<file path="src/sv/bpa_pkg.sv">
// Shared types and constants for the bitmap page allocator.
// Depends on nothing; the word unit and the allocator import it.
`timescale 1ns / 1ps

package bpa_pkg;

	localparam int BLOCK_BYTES = 4096;
	localparam int MAX_BLOCKS  = 65536;
	localparam int WORD_BITS   = 32;

	localparam int ADDR_W      = 32;
	localparam int LEN_W       = 32;
	localparam int CNT_W       = 17;
	localparam int BLOCK_SHIFT = $clog2(BLOCK_BYTES);
	localparam int BIDX_W      = ADDR_W - BLOCK_SHIFT;
	localparam int CNTR_W      = LEN_W + 1 - BLOCK_SHIFT;
	localparam int END_W       = CNTR_W + 1;
	localparam int BIT_W       = $clog2(WORD_BITS);
	localparam int MAP_WORDS   = (MAX_BLOCKS + WORD_BITS - 1) / WORD_BITS;
	localparam int WIDX_W      = $clog2(MAP_WORDS);
	localparam int DELTA_W     = $clog2(WORD_BITS + 1);

	localparam logic [WORD_BITS-1:0] WORD_FULL = {WORD_BITS{1'b1}};
	localparam logic [CNT_W-1:0]     LIM_MAX   = CNT_W'(MAX_BLOCKS);
	localparam logic [WIDX_W-1:0]    LAST_WORD = WIDX_W'(MAP_WORDS - 1);
	localparam logic [BIT_W-1:0]     TOP_BIT   = BIT_W'(WORD_BITS - 1);

	localparam logic STATUS_OK  = 1'b0;
	localparam logic STATUS_OOM = 1'b1;

	typedef enum logic [1:0] {
		REQ_ALLOC       = 2'd0,
		REQ_FREE        = 2'd1,
		REQ_RESERVE     = 2'd2,
		REQ_FREE_REGION = 2'd3
	} req_t;

	typedef enum logic [1:0] {
		OP_COUNT = 2'd0,
		OP_SET   = 2'd1,
		OP_CLR   = 2'd2,
		OP_ALLOC = 2'd3
	} op_t;

	typedef enum logic [2:0] {
		ST_CLEAR,
		ST_IDLE,
		ST_PREP,
		ST_BOUND,
		ST_RD,
		ST_MOD,
		ST_RESP
	} state_t;

	typedef struct packed {
		logic [WORD_BITS-1:0] new_word;
		logic [DELTA_W-1:0]   delta;
		logic                 found;
		logic [BIT_W-1:0]     bit_idx;
	} word_res_t;

endpackage

</file>
<file path="src/sv/bpa_word_unit.sv">
// Shared per-word unit: applies one map operation to a masked bitmap word.
// Depends on bpa_pkg for op codes and the result struct.
`timescale 1ns / 1ps

module bpa_word_unit import bpa_pkg::*; (
	input  op_t                  op,
	input  logic [WORD_BITS-1:0] word,
	input  logic [WORD_BITS-1:0] mask,
	output word_res_t            res
);

	logic [WORD_BITS-1:0] free_bits;
	logic [WORD_BITS-1:0] used_bits;
	logic [WORD_BITS-1:0] lowest;
	logic [BIT_W-1:0]     idx;

	assign free_bits = mask & ~word;
	assign used_bits = mask & word;
	// isolate the lowest free bit
	assign lowest    = free_bits & (~free_bits + WORD_BITS'(1));

	always_comb begin
		idx = '0;
		for (int i = 0; i < WORD_BITS; i++) begin
			if (lowest[i]) begin
				idx = idx | BIT_W'(i);
			end
		end
	end

	always_comb begin
		res.found   = 1'b0;
		res.bit_idx = idx;
		case (op)
			OP_COUNT: begin
				res.new_word = word;
				res.delta    = DELTA_W'($countones(free_bits));
			end
			OP_SET: begin
				res.new_word = word | mask;
				res.delta    = DELTA_W'($countones(free_bits));
			end
			OP_CLR: begin
				res.new_word = word & ~mask;
				res.delta    = DELTA_W'($countones(used_bits));
			end
			OP_ALLOC: begin
				res.found    = |free_bits;
				res.new_word = word | lowest;
				res.delta    = DELTA_W'(|free_bits);
			end
			default: begin
				res.new_word = word;
				res.delta    = '0;
			end
		endcase
	end

endmodule

</file>
<file path="config.mk">
export PLATFORM = sky130hd
export DESIGN_NAME = bpa_word_unit
export DESIGN_NICKNAME = d
export VERILOG_FILES = /design/src/sv/bpa_pkg.sv /design/src/sv/bpa_word_unit.sv
export SDC_FILE = /design/constraint.sdc
export NUM_CORES = 1
export LEC_CHECK = 0
export ABC_AREA = 1
export BUFFER_PORTS_ARGS = -buffer_cell sky130_fd_sc_hd__buf_2
export CORE_MARGIN = 5
export CORE_UTILIZATION = 45
export DETAILED_ROUTE_END_ITERATION = 7
export MAX_ROUTING_LAYER = met4
export PLACE_DENSITY = 0.72
export SLEW_MARGIN = 15
export SYNTH_ARGS = -nofsm -noshare
export SYNTH_HDL_FRONTEND = slang
export SYNTH_SLANG_ARGS = --single-unit
</file>
<file path="constraint.sdc">
create_clock -name vclk -period 10
set_input_delay 1 -clock vclk [all_inputs]
set_output_delay 1 -clock vclk [all_outputs]
set_load 0.02 [all_outputs]
</file>
==> out/qor.txt <==
status = completed
unrepaired setup endpoints after global routing = no
number of clock-tree buffers in the layout = 0
hold buffer count at cts = 0
total gr overflow = 0
peak supply drop = 0.230 mV
most common cell after layout, fill and taps aside = nand2_1
via count = 4145
FF+latch count = 0
Core Box Area = 0.00818 mm2
initial core utilization = 0.459
drt wl/cell = 15.4 um
Post-Syn Instances = 594
# resized after CTS = 0
drt total wl = 12300 um
setup violators final = 0
gpl congestion = 0.918
Seq/Total Area, Yosys = 0
largest net degree at the start of global routing = 28
final hold violations = 0
Max Cap Viol = 0
Arrival @ worst endpoint = 5.86 ns
DP HPWL = 10800 um
total power = 0.721 mW
Pwr per Cell Area = 164 mW/mm2
Antenna Cells = 0
worst-margin pin slew = 0.723 ns
I/O Pins = 110
Die W = 101 um
setup_tns = 0 ns
register area = 0 um2
gr usage total = 0.251
Mapped Nets = 724
Distinct cells, synth = 39
fmax = 0.146 GHz
Starting DRT DRC Count = 229
kind of critical path = in2out
full die area = 0.0103 mm2
Placement Rows = 33
Slew Limit Fails = 0
post-DR vias/cell = 5.19
DRC Markers = 0
leak pwr = 2.74 nW
Worst EP required = 9.00 ns
Ys Warns = 0
antenna violations before repair = 0
WHS Endpoint = res[29]
Worst setup EP type = output pin
synth-to-layout area growth = 16.9%
CP max FO = 4
postcts setup bufs = 0
Cell Area, Synth = 0.00375 mm2
type of the most critical hold path = in2out
most frequent cells in the layout = 141 x nand2_1, 130 x inv_1, 110 x buf_2
DRT antenna net count = 0
Final Critical Period = 6.86 ns
min-delay src = mask[17]
crit start category = input port
layout cell share with drive strength beyond 1 = 0.259
syn avg cell area = 6.32 um2
WHS Path Cells = 3
max_slew headroom = 0.517
I/O Buffers = 110
period utilization = 0.686
Final nets = 826
Die Y = 101 um
First-pass DRT Iterations = 5
number of global-route vias before repair = 4025
first-pass GRT wire length = 20000 um
[through the flow]
stage               std cells  worst slack, ns  hold WS, ns  instance area [um2]  utilization
detailed placement        799             3.14         2.32                 4390        0.537
global placement          799             3.17         2.31                 4390        0.537
finish                    799             3.14         2.32                 4390        0.537
global route              799             2.79         2.33                 4390        0.537
floorplan                 594             3.44         2.08                 3750            -
CTS                       799             3.11         2.32                 4390        0.537
[worst max-delay path by stage]
stage	start	endpoint	cells past startpoint
2_1_floorplan	mask[0]	res[10]	17
3_3_place_gp	mask[11]	res[10]	19
4_1_cts	mask[11]	res[10]	19
6_report	mask[11]	res[10]	19
5_1_grt	word[13]	res[10]	19
3_5_place_dp	mask[11]	res[10]	19
[where the power goes]
group	switching (mW)	internal (mW)	total, mW
sequential	0	0	0
combinational	0.444	0.278	0.721
clock	0	0	0
[cells in the mapped netlist, drive strengths merged]
library cell | instances | area, um2
a221oi | 4 | 53.8
a31oi | 4 | 25.0
a21o | 3 | 22.5
inv | 139 | 522
and2 | 1 | 6.26
a22oi | 3 | 22.5
fa | 48 | 961
or2 | 1 | 6.26
nor3b | 2 | 20.0
a211oi | 2 | 15.0
a21oi | 47 | 235
nor2 | 68 | 384
clkinv | 1 | 3.75
o22ai | 4 | 25.0
o2111ai | 1 | 8.76
nand4 | 8 | 68.8
ha | 16 | 200
xor2 | 3 | 26.3
nand3 | 28 | 165
o211ai | 3 | 22.5
buf | 5 | 27.5
o21ai | 24 | 120
nor3 | 4 | 31.3
nand2 | 168 | 748
clkbuf | 5 | 18.8
nand3b | 2 | 15.0
[metal layers]
layer  vias to the layer above  global-route usage  part of all wire  wire [um]
li1                       2045                   -                 -          -
met1                      1937               0.355              0.46       5640
met2                       149               0.409              0.47       5740
met3                        14              0.0152             0.064        792
met4                         0              0.0286             0.012        153
met5                         -                   -                 0          0
[critical path, stage by stage]
cell	delay, ns
buf_2	0.12
nand2_1	0.05
inv_1	0.05
fa_1	0.58
inv_1	0.08
fa_1	0.54
fa_1	0.44
fa_1	0.51
fa_1	0.52
fa_1	0.55
inv_1	0.04
ha_1	0.22
fa_1	0.40
nand2_1	0.10
nand2_1	0.05
a21oi_1	0.16
xor2_1	0.17
o22ai_1	0.09
buf_2	0.18
[cell type report]
cell class                 count  area [um2]
fill                         869        3780
multi-input combinational    444        3180
tap                          105         131
inverter                     140         526
timing repair buffer         110         551
[cells by family (layout without fill, tap and decap cells)]
logic type / after synthesis / in the layout / synth area share
buffers and inverters: 150 / 250 / 0.152
and+or+nand+nor: 282 / 282 / 0.385
xor gates and xnor gates: 3 / 3 / 0.00700
adders and majority gates: 64 / 64 / 0.309
AOI/OAI and AO/OA: 95 / 95 / 0.147
(Power assumes the default switching activity.)
